--- src/sv/olad_pkg.sv ---
// Package: shared constants, status codes and state type for the ordered list block.
`timescale 1ns / 1ps
package olad_pkg;

	localparam int CAPACITY = 16;
	localparam int DATA_W   = 32;

	localparam logic OP_APPEND = 1'b0;
	localparam logic OP_DELETE = 1'b1;

	typedef enum logic [2:0] {
		ST_APPENDED      = 3'd0,
		ST_HEAD_REMOVED  = 3'd1,
		ST_LATER_REMOVED = 3'd2,
		ST_NOT_FOUND     = 3'd3,
		ST_EMPTY         = 3'd4,
		ST_FULL          = 3'd5
	} status_t;

	typedef enum logic [1:0] {
		S_IDLE,
		S_SEARCH,
		S_SHIFT,
		S_RESULT
	} state_t;

endpackage

--- src/sv/olad_ram.sv ---
// Generic single-clock RAM: one write port, one read port, registered read data.
`timescale 1ns / 1ps
module olad_ram #(
	parameter int WIDTH  = olad_pkg::DATA_W,
	parameter int DEPTH  = olad_pkg::CAPACITY,
	parameter int ADDR_W = (DEPTH > 1) ? $clog2(DEPTH) : 1
) (
	input  logic              clk,
	input  logic              wr_en,
	input  logic [ADDR_W-1:0] wr_addr,
	input  logic [WIDTH-1:0]  wr_data,
	input  logic [ADDR_W-1:0] rd_addr,
	output logic [WIDTH-1:0]  rd_data
);

	logic [WIDTH-1:0] mem [DEPTH];

	always_ff @(posedge clk) begin
		if (wr_en) begin
			mem[wr_addr] <= wr_data;
		end
		rd_data <= mem[rd_addr];
	end

endmodule

--- src/sv/ordered_list_append_delete.sv ---
// Top level: bounded ordered list of signed 32-bit values with append and delete.
`timescale 1ns / 1ps
// Ordered list of up to CAPACITY signed 32-bit values, held in one RAM from
// head (address 0) to tail. Each input transaction carries op and value in
// s_tdata: op 0 appends value at the tail, op 1 deletes the first entry equal
// to value and moves every later entry one place toward the head. Every
// transaction yields exactly one result transaction with a status code
// (appended, head removed, later entry removed, not found, empty, full), the
// empty flag and the entry count after the operation, the count taken modulo
// 32. One transaction is worked at a time; s_tready is high only while the
// block is idle, and a finished result waits in an output register so the
// next transaction can be taken while the result is still pending.
// From the accepting edge, an append, a rejected append and a delete on an
// empty list go straight to the result state; any other delete scans the
// entries from the head through the single RAM read port, one per cycle, each
// compare trailing its read through the registered read data. After the scan
// stops at a match, each later entry is read once and written one place down.
// The result register is loaded only while it is free. s_tready rises again
// at the edge that loads the result register. No clearing pass is needed
// after reset: entries beyond the count are never read.
module ordered_list_append_delete #(
	parameter int CAPACITY = olad_pkg::CAPACITY
) (
	input  logic        clk,
	input  logic        arst_n,
	input  logic        s_tvalid,
	output logic        s_tready,
	input  logic [39:0] s_tdata,   // [0] op, [32:1] value, [39:33] zero
	output logic        m_tvalid,
	input  logic        m_tready,
	output logic [15:0] m_tdata    // [2:0] status, [3] is_empty, [8:4] entry_count, [15:9] zero
);

	import olad_pkg::*;

	localparam int AW = (CAPACITY > 1) ? $clog2(CAPACITY) : 1;
	localparam int CW = $clog2(CAPACITY + 1);
	localparam logic [CW-1:0] CAP_CNT = CW'(CAPACITY);

	state_t state_q, state_d;

	logic [CW-1:0]     count_q;     // entries held
	logic [CW-1:0]     ptr_q;       // next RAM address to read
	logic [CW-1:0]     idx_s1;      // address whose data is on rd_data
	logic              idx_valid_s1;
	logic              head_q;      // matched entry sat at the head
	logic [DATA_W-1:0] value_q;
	status_t           status_q;
	logic              m_tvalid_q;
	logic [15:0]       m_tdata_q;

	logic              s_op;
	logic [DATA_W-1:0] s_value;
	logic              s_acc;
	logic              more;        // entries left to read
	logic              issue;
	logic              match;
	logic              out_free;
	logic [CW-1:0]     shift_dst;

	logic              wr_en;
	logic [AW-1:0]     wr_addr;
	logic [DATA_W-1:0] wr_data;
	logic [DATA_W-1:0] rd_data;

	assign s_op      = s_tdata[0];
	assign s_value   = s_tdata[32:1];
	assign s_tready  = (state_q == S_IDLE);
	assign s_acc     = s_tvalid && s_tready;
	assign more      = (ptr_q < count_q);
	assign out_free  = !m_tvalid_q || m_tready;
	assign match     = (state_q == S_SEARCH) && idx_valid_s1 && (rd_data == value_q);
	assign shift_dst = idx_s1 - CW'(1);

	assign m_tvalid = m_tvalid_q;
	assign m_tdata  = m_tdata_q;

	olad_ram #(
		.WIDTH (DATA_W),
		.DEPTH (CAPACITY),
		.ADDR_W(AW)
	) u_list_ram (
		.clk    (clk),
		.wr_en  (wr_en),
		.wr_addr(wr_addr),
		.wr_data(wr_data),
		.rd_addr(ptr_q[AW-1:0]),
		.rd_data(rd_data)
	);

	// Next state, RAM write port and read issue.
	always_comb begin
		state_d = state_q;
		issue   = 1'b0;
		wr_en   = 1'b0;
		wr_addr = shift_dst[AW-1:0];
		wr_data = rd_data;
		case (state_q)
			S_IDLE: begin
				if (s_acc) begin
					if (s_op == OP_APPEND) begin
						// write the new tail right away unless the list is full
						if (count_q < CAP_CNT) begin
							wr_en   = 1'b1;
							wr_addr = count_q[AW-1:0];
							wr_data = s_value;
						end
						state_d = S_RESULT;
					end else if (count_q == '0) begin
						state_d = S_RESULT;
					end else begin
						state_d = S_SEARCH;
					end
				end
			end
			S_SEARCH: begin
				// read one entry per cycle, compare it the cycle after
				issue = more && !match;
				if (match) begin
					state_d = S_SHIFT;
				end else if (!idx_valid_s1 && !more) begin
					state_d = S_RESULT;
				end
			end
			S_SHIFT: begin
				// read entry j, write it to j-1 in the cycle after
				issue = more;
				if (idx_valid_s1) begin
					wr_en = 1'b1;
				end
				if (!more && !idx_valid_s1) begin
					state_d = S_RESULT;
				end
			end
			S_RESULT: begin
				if (out_free) begin
					state_d = S_IDLE;
				end
			end
			default: begin
				state_d = S_IDLE;
			end
		endcase
	end

	// Control state.
	always_ff @(posedge clk or negedge arst_n) begin
		if (!arst_n) begin
			state_q      <= S_IDLE;
			count_q      <= '0;
			ptr_q        <= '0;
			idx_valid_s1 <= 1'b0;
			m_tvalid_q   <= 1'b0;
		end else begin
			state_q      <= state_d;
			idx_valid_s1 <= issue;
			if (issue) begin
				ptr_q <= ptr_q + CW'(1);
			end
			// load a finished result, else drop the one just taken
			if (state_q == S_RESULT && out_free) begin
				m_tvalid_q <= 1'b1;
			end else if (m_tvalid_q && m_tready) begin
				m_tvalid_q <= 1'b0;
			end
			case (state_q)
				S_IDLE: begin
					ptr_q <= '0;
					if (s_acc && s_op == OP_APPEND && count_q < CAP_CNT) begin
						count_q <= count_q + CW'(1);
					end
				end
				S_SEARCH: begin
					// restart reading just past the matched entry
					if (match) begin
						ptr_q <= idx_s1 + CW'(1);
					end
				end
				S_SHIFT: begin
					if (!more && !idx_valid_s1) begin
						count_q <= count_q - CW'(1);
					end
				end
				default: begin
				end
			endcase
		end
	end

	// Payload registers.
	always_ff @(posedge clk) begin
		idx_s1 <= ptr_q;
		case (state_q)
			S_IDLE: begin
				if (s_acc) begin
					value_q <= s_value;
					if (s_op == OP_APPEND) begin
						status_q <= (count_q < CAP_CNT) ? ST_APPENDED : ST_FULL;
					end else begin
						status_q <= ST_EMPTY;
					end
				end
			end
			S_SEARCH: begin
				if (match) begin
					head_q <= (idx_s1 == '0);
				end else if (!idx_valid_s1 && !more) begin
					status_q <= ST_NOT_FOUND;
				end
			end
			S_SHIFT: begin
				if (!more && !idx_valid_s1) begin
					status_q <= head_q ? ST_HEAD_REMOVED : ST_LATER_REMOVED;
				end
			end
			S_RESULT: begin
				// hold the result until the output register is free
				if (out_free) begin
					m_tdata_q <= {7'd0, 5'(count_q), (count_q == '0), status_q};
				end
			end
			default: begin
			end
		endcase
	end

`ifndef SYNTHESIS
	a_count_bound: assert property (@(posedge clk) disable iff (!arst_n)
		count_q <= CAP_CNT)
		else $error("entry count exceeds capacity");

	a_append_grows: assert property (@(posedge clk) disable iff (!arst_n)
		(s_acc && s_op == OP_APPEND && count_q < CAP_CNT)
		|=> count_q == $past(count_q) + CW'(1))
		else $error("append did not advance the entry count");

	a_write_in_list: assert property (@(posedge clk) disable iff (!arst_n)
		(wr_en && state_q == S_SHIFT) |-> (CW'(wr_addr) + CW'(1) < count_q))
		else $error("shift write outside the list");

	a_full_status: assert property (@(posedge clk) disable iff (!arst_n)
		(state_q == S_RESULT && status_q == ST_FULL) |-> (count_q == CAP_CNT))
		else $error("full status with room left");
`endif

endmodule

--- config.mk ---
export PLATFORM = sky130hd
export DESIGN_NAME = ordered_list_append_delete
export DESIGN_NICKNAME = d
export VERILOG_FILES = /design/src/sv/olad_pkg.sv /design/src/sv/olad_ram.sv /design/src/sv/ordered_list_append_delete.sv
export SDC_FILE = /design/constraint.sdc
export NUM_CORES = 1
export LEC_CHECK = 0
export ABC_AREA = 1
export BUFFER_PORTS_ARGS = -buffer_cell sky130_fd_sc_hd__buf_2
export CELL_PAD_IN_SITES_DETAIL_PLACEMENT = 1
export CELL_PAD_IN_SITES_GLOBAL_PLACEMENT = 1
export CORE_ASPECT_RATIO = 1.25
export CORE_MARGIN = 2
export CORE_UTILIZATION = 50
export DETAILED_ROUTE_END_ITERATION = 8
export PLACE_DENSITY_LB_ADDON = 0.25
export REMOVE_ABC_BUFFERS = 1
export SYNTH_ARGS = -nofsm -noshare
export SYNTH_HDL_FRONTEND = slang
export SYNTH_SLANG_ARGS = --single-unit
--- constraint.sdc ---
create_clock -name clk -period 9.4 [get_ports clk]
set_clock_uncertainty 0.05 [all_clocks]
set_input_delay 1.88 -clock clk [delete_from_list [all_inputs] [get_ports clk]]
set_output_delay 1.88 -clock clk [all_outputs]
set_load 0.01 [all_outputs]
==> impl_metrics.csv, run 1 <==
group,metric,value,unit
critical_path,worstPathCellList,"buf_2, nand2_1, inv_2, nand2_2, o21ai_0, nand3_1, nor2_4, buf_4",
drt,detail_route.vias_per_cell,6.16,
logic_synthesis,synth_seq_area_share,0.738,
logic_synthesis,synth_largest_area_cell,"sky130_fd_sc_hd__edfxtp_1",
place,hpwl,38200,um
place,numPortBuffers,47,
critical_path,path_depth,8,
global_route,grt_util_all_layers,0.283,
critical_path,crit_path_max_incr_delay,900,ps
floorplan,die_x,201,um
clock_network,cts-resized-gates,0,
critical_path,startpoint_type,"input pin",
drt,initialDrtViolationCount,1607,
critical_path,reg2reg_setup_slack,3970,ps
final_layout,num-fill-cells,4813,
logic_synthesis,synth.lib_cells_used.distinct,39,
global_route,first_global_vias,16900,
final_layout,mostFrequentLayoutCell,"sky130_fd_sc_hd__edfxtp_1",
drt,post_drt_wl_per_cell,27.3,um
logic_synthesis,yosysWarnings,0,
sta,timing_worst_slew_pin_value,1440,ps
critical_path,ff2ff_path_depth,9,
pwr,leakagePower,9.26,nW
final_layout,mostFrequentLayoutCells,"sky130_fd_sc_hd__edfxtp_1 (557), sky130_fd_sc_hd__nor2_1 (205), sky130_fd_sc_hd__nand2_1 (190), sky130_fd_sc_hd__a21oi_1 (168), sky130_fd_sc_hd__o21ai_0 (140)",
logic_synthesis,synth-async-reset-ratio,0.0230,
clock_network,clock_tree_from_tritoncts,"yes",
clock_network,clock_tree.root_cell,"sky130_fd_sc_hd__clkbuf_16",
floorplan,ios,62,
critical_path,crit_path_kind,"in2reg",
critical_path,timing.rr.start,"state_q[1]$_DFFE_PN0P_",
logic_synthesis,netlist_instances,1870,
floorplan,starting_density_of_the_core,0.503,
clock_network,cts_buffers,59,
clock_network,cts_max_level,2,
hold_path,hp-class,"reg2reg",
clock_network,clk_pin_slew_worst_paths,60,ps
place,place_congestion,0.841,
clock_network,clockBufferDepth,3,
final_layout,antenna_cells_inserted,0,
run_status,run_status,"finished clean",
floorplan,placementRows,90,
logic_synthesis,synth_largest_type_area_fraction,0.693,
sta,hold_viol_final,0,
sta,timing.fmax,169,MHz
drt,detailroute.via_count,16000,
final_layout,drive_above_1_share,0.108,
global_route,grt_antenna_before_repair,1,
critical_path,worstPathMaxFanout,43,
sta,report.final.slew_viol_count,0,
global_route,grt-ovfl-total,0,
critical_path,regToRegEndpoint,"u_list_ram.mem[2][26]$_DFFE_PP_",
critical_path,worst_setup_path_end_kind,"flop",
sta,finalSetupTns,0,ps
floorplan,core_area,48000,um^2
sta,final.period_utilization,0.630,
drt,drt_first_pass_iters,5,
sta,finalCriticalPeriod,5920,ps
pwr,vdd_drop_max,0.000206,V
logic_synthesis,count_of_flip_flops_with_a_built_in_enable_after_synthesis,557,
final_layout,layout_overhead_on_the_synthesized_area,11.3,%
final_layout,layout.nets,1962,
global_route,grt_pass1_wl,106000,um
logic_synthesis,synth.cell_area,24100,um^2
drt,remaining_drc_errors,0,
drt,postRouteAntennaNets,0,
clock_network,post_cts_hold_buffer_count,0,
clock_network,tritoncts_num_sinks,608,
clock_network,post_cts.repair.setup_buffers,0,
critical_path,family_of_cells_with_the_greatest_summed_delay_on_the_critical_path,"simple AND/OR/NAND/NOR gates",
sta,worst_slew_margin_rel,0.0341,
clock_network,clkLatencyLatePin,640,ps
drt,routed_wl,70900,um
logic_synthesis,post_synth_main_area_contributors,"sky130_fd_sc_hd__edfxtp_1 (69%), sky130_fd_sc_hd__a21oi_1 (3.5%), sky130_fd_sc_hd__nor2_1 (3.4%)",
critical_path,endpoint,"u_list_ram.mem[2][26]$_DFFE_PP_",
logic_synthesis,ys_dominant_reg_cell,"sky130_fd_sc_hd__edfxtp_1",
floorplan,die_height,250,um
critical_path,critPathArrivalTime,6150,ps
pwr,fin_total_pwr,8.39,mW
critical_path,worstSetupStartpoint,"s_tvalid",
pwr,power-per-cell-area,312,nW/um^2
floorplan,full_die_area,50100,um^2
global_route,grt_start_max_net_pins,87,
logic_synthesis,ys_ff_latch,608,
critical_path,worst_path_max_delay_cell,"sky130_fd_sc_hd__nand2_2",
sta,setup_repair_after_global_routing_missed_its_margin,"no",
sta,setup-violations-final,0,
logic_synthesis,syn-mean-instance-area,12.9,um^2
flow_run,max-cap-violations,0,
critical_path,timing.critical_path.required,9630,ps
critical_path,path_buf_inv,3,
[sequential cells by signal, summed over array words and instances (netlist names)]
| signal | count |
|---|---|
| u_list_ram.mem | 512 |
| ptr_q | 5 |
| m_tdata | 9 |
| state_q | 2 |
| head_q | 1 |
| status_q | 3 |
| count_q | 5 |
| m_tvalid | 1 |
| value_q | 32 |
| u_list_ram.rd_data | 32 |
| idx_valid_s1 | 1 |
| idx_s1 | 5 |
[report_power, final]
group	switching [mW]	internal [mW]	total, mW
registers	0.177	3.62	3.80
clock network	1.03	1.29	2.32
logic	1.71	0.565	2.28
[how the worst min path moves through the flow]
stage                          startpoint                   end  slack (ps)  cells after the start
global placement    status_q[2]$_DFFE_PP_  m_tdata[2]$_DFFE_PP_         350                      0
finish              status_q[2]$_DFFE_PP_  m_tdata[2]$_DFFE_PP_         370                      0
floorplan           status_q[0]$_DFFE_PP_  m_tdata[0]$_DFFE_PP_         350                      0
detailed placement  status_q[2]$_DFFE_PP_  m_tdata[2]$_DFFE_PP_         360                      0
global route        status_q[2]$_DFFE_PP_  m_tdata[2]$_DFFE_PP_         380                      0
CTS                 status_q[2]$_DFFE_PP_  m_tdata[2]$_DFFE_PP_         370                      0
[cell usage after synthesis, types with 4 or more instances]
cell type and n:
sky130_fd_sc_hd__nor3_1 9, sky130_fd_sc_hd__dfxtp_1 37, sky130_fd_sc_hd__clkbuf_1 42, sky130_fd_sc_hd__o22ai_1 65, sky130_fd_sc_hd__buf_2 46, sky130_fd_sc_hd__a21oi_1 168
sky130_fd_sc_hd__buf_4 12, sky130_fd_sc_hd__buf_6 6, sky130_fd_sc_hd__nand3_1 28, sky130_fd_sc_hd__mux2_2 8, sky130_fd_sc_hd__ha_1 15, sky130_fd_sc_hd__nor2_1 221
sky130_fd_sc_hd__xnor2_1 11, sky130_fd_sc_hd__buf_1 6, sky130_fd_sc_hd__nand2_2 4, sky130_fd_sc_hd__xor2_1 10, sky130_fd_sc_hd__o221ai_1 64, sky130_fd_sc_hd__o21ai_1 94
sky130_fd_sc_hd__edfxtp_1 557, sky130_fd_sc_hd__o21ai_0 140, sky130_fd_sc_hd__nand2_1 192, sky130_fd_sc_hd__dfrtp_1 14, sky130_fd_sc_hd__inv_1 94, sky130_fd_sc_hd__nand4_1 8
[layer usage]
metal / share of wire / track usage / wire length [um]
met3: 0.069 / 0.0366 / 4880
met5: 0 / 0 / 0
met4: 0.032 / 0.106 / 2290
met2: 0.51 / 0.487 / 35900
met1: 0.39 / 0.371 / 27800
[cell families after synthesis]
group | after synthesis | share of synthesized area
flops | 608 | 0.738
mux | 8 | 0.00373
buf+inv | 208 | 0.0386
compound gates | 536 | 0.125
xor+xnor | 21 | 0.00762
fa+ha+maj | 16 | 0.00860
other cells | 1 | 0.000155
simple gates | 472 | 0.0783
[through the flow]
step,hold slack (ps),area (um^2),util,instances,worst slack [ps]
floorplan,350,23600,-,1764,3040
global placement,355,25000,0.521,2485,3030
detailed placement,359,25000,0.521,2485,2890
CTS,374,26900,0.560,2595,3500
global route,377,26900,0.560,2595,3270
finish,372,26900,0.560,2595,3480
[worst reg2reg max path, cell delays in order, from the launching register on]
cell	delay, ps
sky130_fd_sc_hd__dfrtp_1	410
sky130_fd_sc_hd__inv_1	120
sky130_fd_sc_hd__ha_1	290
sky130_fd_sc_hd__nand2_1	100
sky130_fd_sc_hd__inv_2	790
sky130_fd_sc_hd__nand2_2	910
sky130_fd_sc_hd__o21ai_0	640
sky130_fd_sc_hd__nand3_1	440
sky130_fd_sc_hd__nor2_4	850
sky130_fd_sc_hd__buf_4	490
[layout make-up]
type	count	area, um^2	area share
repair buffers	77	460	0.0171
flip-flops and latches	608	17800	0.663
clock buffers	75	1570	0.0583
well taps	644	806	0.0300
inverters	96	365	0.0136
multi-input cells	1060	5540	0.206
clock inverters	35	310	0.0115
No activity file was read; power rests on OpenSTA's default activity.
==> run 2, diff against run 1 <==
Settings changed: ABC_AREA 1 to 0, CORE_UTILIZATION 50 to 49.
Clock period 9.4 ns to 5.2 ns, I/O delays scaled along.
==> run 2 against run 1 <==
First-iteration DRC count shrank 37%; register-to-register slack lost 2500 ps; clock power grew 74%; synthesized area shrank 2.5%; non-clock buffer count shrank 1; largest power group unchanged; core utilization grew 0.081 points; global-route usage shrank 5.6 points.
==> impl_metrics.csv, run 2 <==
group,metric,value,unit
run_status,run_status,"finished clean",
clock_network,tritoncts_num_sinks,608,
global_route,grt_util_all_layers,0.227,
logic_synthesis,post_synth_mux_area_share,0.156,
sta,setup_repair_after_global_routing_missed_its_margin,"no",
logic_synthesis,synth_largest_type_area_fraction,0.710,
logic_synthesis,synth_compound_area_frac,0.0124,
floorplan,starting_density_of_the_core,0.498,
logic_synthesis,post_synth_main_area_contributors,"sky130_fd_sc_hd__edfxtp_1 (71%), sky130_fd_sc_hd__mux4_2 (15%), sky130_fd_sc_hd__dfxtp_1 (3.1%)",
sta,worst_slew_margin_rel,0.274,
clock_network,cts_max_level,2,
final_layout,num-fill-cells,4066,
critical_path,worst_setup_path_end_kind,"flop",
drt,initialDrtViolationCount,1007,
sta,finalCriticalPeriod,3720,ps
clock_network,post_cts_hold_buffer_count,0,
critical_path,timing.critical_path.required,5460,ps
clock_network,clkLatencyLatePin,620,ps
logic_synthesis,dominant_combinational_cell_family_by_area_after_synthesis,"multiplexers",
place,hpwl,29700,um
final_layout,layout.cell_area.non_filler,26600,um^2
logic_synthesis,synth_simple_gate_area_share,0.0353,
pwr,power-per-cell-area,547,nW/um^2
clock_network,cts-resized-gates,0,
logic_synthesis,ys_dominant_reg_cell,"sky130_fd_sc_hd__edfxtp_1",
logic_synthesis,synth_xor_xnor_area_share,0.0171,
logic_synthesis,synth_seq_area_share,0.757,
logic_synthesis,synth.lib_cells_used.distinct,52,
drt,postRouteAntennaNets,0,
clock_network,clock_tree.root_cell,"sky130_fd_sc_hd__clkbuf_16",
drt,detail_route.vias_per_cell,5.83,
final_layout,largestRegisters,"u_list_ram.mem x512, u_list_ram.rd_data x32, value_q x32",
critical_path,worstPathMaxFanout,25,
global_route,grt_pass1_wl,80300,um
global_route,grt_antenna_before_repair,0,
final_layout,drive_above_1_share,0.278,
final_layout,utilization,0.561,
floorplan,ios,62,
logic_synthesis,synth-async-reset-ratio,0.0230,
logic_synthesis,netlist_instances,1134,
sta,setup-violations-final,0,
place,place_congestion,0.796,
logic_synthesis,synthAdderAreaFrac,0.00882,
flow_run,max-cap-violations,0,
floorplan,placementRows,89,
sta,timing.fmax,269,MHz
clock_network,post_cts.repair.setup_buffers,0,
drt,remaining_drc_errors,0,
global_route,first_global_vias,12100,
sta,timing_worst_slew_pin_value,1090,ps
logic_synthesis,synth_commonest_cells,"sky130_fd_sc_hd__edfxtp_1 (557), sky130_fd_sc_hd__mux4_2 (160), sky130_fd_sc_hd__nand2_1 (116), sky130_fd_sc_hd__dfxtp_1 (37), sky130_fd_sc_hd__xor2_1 (35)",
drt,drt-met1-wl,22100,um
logic_synthesis,count_of_flip_flops_with_a_built_in_enable_after_synthesis,557,
logic_synthesis,syn-mean-instance-area,20.8,um^2
logic_synthesis,ys_ff_latch,608,
clock_network,clockBufferDepth,3,
logic_synthesis,most_frequently_used_cell_type_in_the_post_synthesis_netlist,"sky130_fd_sc_hd__edfxtp_1",
final_layout,mostFrequentLayoutCells,"sky130_fd_sc_hd__edfxtp_1 (557), sky130_fd_sc_hd__mux4_2 (160), sky130_fd_sc_hd__nand2_1 (115), sky130_fd_sc_hd__clkbuf_16 (57), sky130_fd_sc_hd__buf_2 (47)",
drt,post_drt_wl_per_cell,28.4,um
clock_network,clock_tree_from_tritoncts,"yes",
logic_synthesis,yosysWarnings,0,
final_layout,antenna_cells_inserted,0,
clock_network,cts_buffers,57,
global_route,grt-ovfl-total,0,
final_layout,layout.nets,1280,
pwr,leakagePower,8.62,nW
critical_path,critPathArrivalTime,3980,ps
drt,dr_wl_met2,27500,um
floorplan,full_die_area,49800,um^2
pwr,fin_total_pwr,14.5,mW
logic_synthesis,synth.cell_area,23500,um^2
floorplan,die_height,249,um
logic_synthesis,synth_largest_area_cell,"sky130_fd_sc_hd__edfxtp_1",
drt,routed_wl,54000,um
clock_network,clk_pin_slew_worst_paths,60,ps
sta,hold_viol_final,0,
sta,final.period_utilization,0.716,
hold_path,hp-class,"in2async",
global_route,grt_start_max_net_pins,80,
place,detailed_place.area,24700,um^2
critical_path,startpoint_type,"flop",
sta,report.final.slew_viol_count,0,
floorplan,core_area,47300,um^2
sta,hold-worst-slack,282,ps
drt,top_layer_used,"met4",
place,numPortBuffers,47,
floorplan,die_x,200,um
pwr,vdd_drop_max,0.000276,V
critical_path,crit_path_kind,"reg2reg",
final_layout,register_name_with_the_most_flops,"u_list_ram.mem",
drt,drt_first_pass_iters,5,
final_layout,layout_overhead_on_the_synthesized_area,12.8,%
final_layout,largest_reg_flops,512,
final_layout,mostFrequentLayoutCell,"sky130_fd_sc_hd__edfxtp_1",
drt,met3WireLength,2800,um
drt,detailroute.via_count,11100,
[run 2: cell types whose count changed after synthesis, sizes merged, moves of 8 or more]
| cell | delta |
|---|---|
| clkbuf | -13 |
| mux4 | +160 |
| o221ai | -64 |
| inv | -83 |
| nor2 | -192 |
| a21oi | -160 |
| nand3 | -24 |
| nand2 | -82 |
| buf | -44 |
| nor4 | +8 |
| xor2 | +25 |
| o21ai | -227 |
| o22ai | -62 |
[run 2: critical path, cell delays in order (launching register included)]
cell                      delay, ps
sky130_fd_sc_hd__dfrtp_1        400
sky130_fd_sc_hd__inv_1          120
sky130_fd_sc_hd__ha_1           460
sky130_fd_sc_hd__and2_2         280
sky130_fd_sc_hd__nand2_2        230
sky130_fd_sc_hd__o21ai_0        300
sky130_fd_sc_hd__nand2_1        290
sky130_fd_sc_hd__nor2_4         890
sky130_fd_sc_hd__buf_4          350
[run 2: kinds of logic after synthesis]
kind of cell | after synthesis
flip-flops | 608
AND/OR/NAND/NOR | 185
multiplexers | 166
buffers and inverters | 69
XOR/XNOR | 46
AO/OA/AOI/OAI | 43
adder cells (fa/ha/maj) | 16
other | 1
[run 2: layout make-up]
cell class	count	area, um^2	area share
repair buffers	76	515	0.0194
clock buffers	72	1500	0.0566
clock inverters	35	308	0.0116
well taps	637	797	0.0300
inverters	14	52.6	0.00198
multi-input cells	463	5550	0.209
flip-flops and latches	608	17800	0.671
[run 2: power by group]
group          switching (mW)  internal, mW  total, mW
clock network            1.78          2.25       4.04
registers               0.374          6.58       6.95
logic                    2.17          1.37       3.54
[run 2: worst paths after layout]
kind                                        start                               to  slack, ps  depth (start not counted)
min in group clk            status_q[1]$_DFFE_PP_             m_tdata[1]$_DFFE_PP_        380                          0
max in group asynchronous                  arst_n               ptr_q[0]$_DFF_PN0_       4500                          1
hold / removal                             arst_n           count_q[4]$_DFFE_PN0P_        280                          1
setup / recovery           state_q[0]$_DFFE_PN0P_  u_list_ram.mem[0][28]$_DFFE_PP_       1480                          8
setup reg to reg           state_q[0]$_DFFE_PN0P_  u_list_ram.mem[0][28]$_DFFE_PP_       1480                          8
hold reg to reg             status_q[1]$_DFFE_PP_             m_tdata[1]$_DFFE_PP_        380                          0
[run 2: metrics by stage]
step                      setup TNS [ps]  setup slack [ps]  std cells
after floorplan                   -55500             -1460       1085
after global placement                 0              1240       1798
after detailed placement               0              1240       1798
after CTS                              0              1410       1905
after global routing                   0              1190       1905
final                                  0              1480       1905
[run 2: metal layers]
layer / GRT usage / vias to the layer above
li1: - / 4737
met1: 0.308 / 5957
met2: 0.374 / 338
met3: 0.0357 / 83
met4: 0.0855 / 0
met5: 0 / -
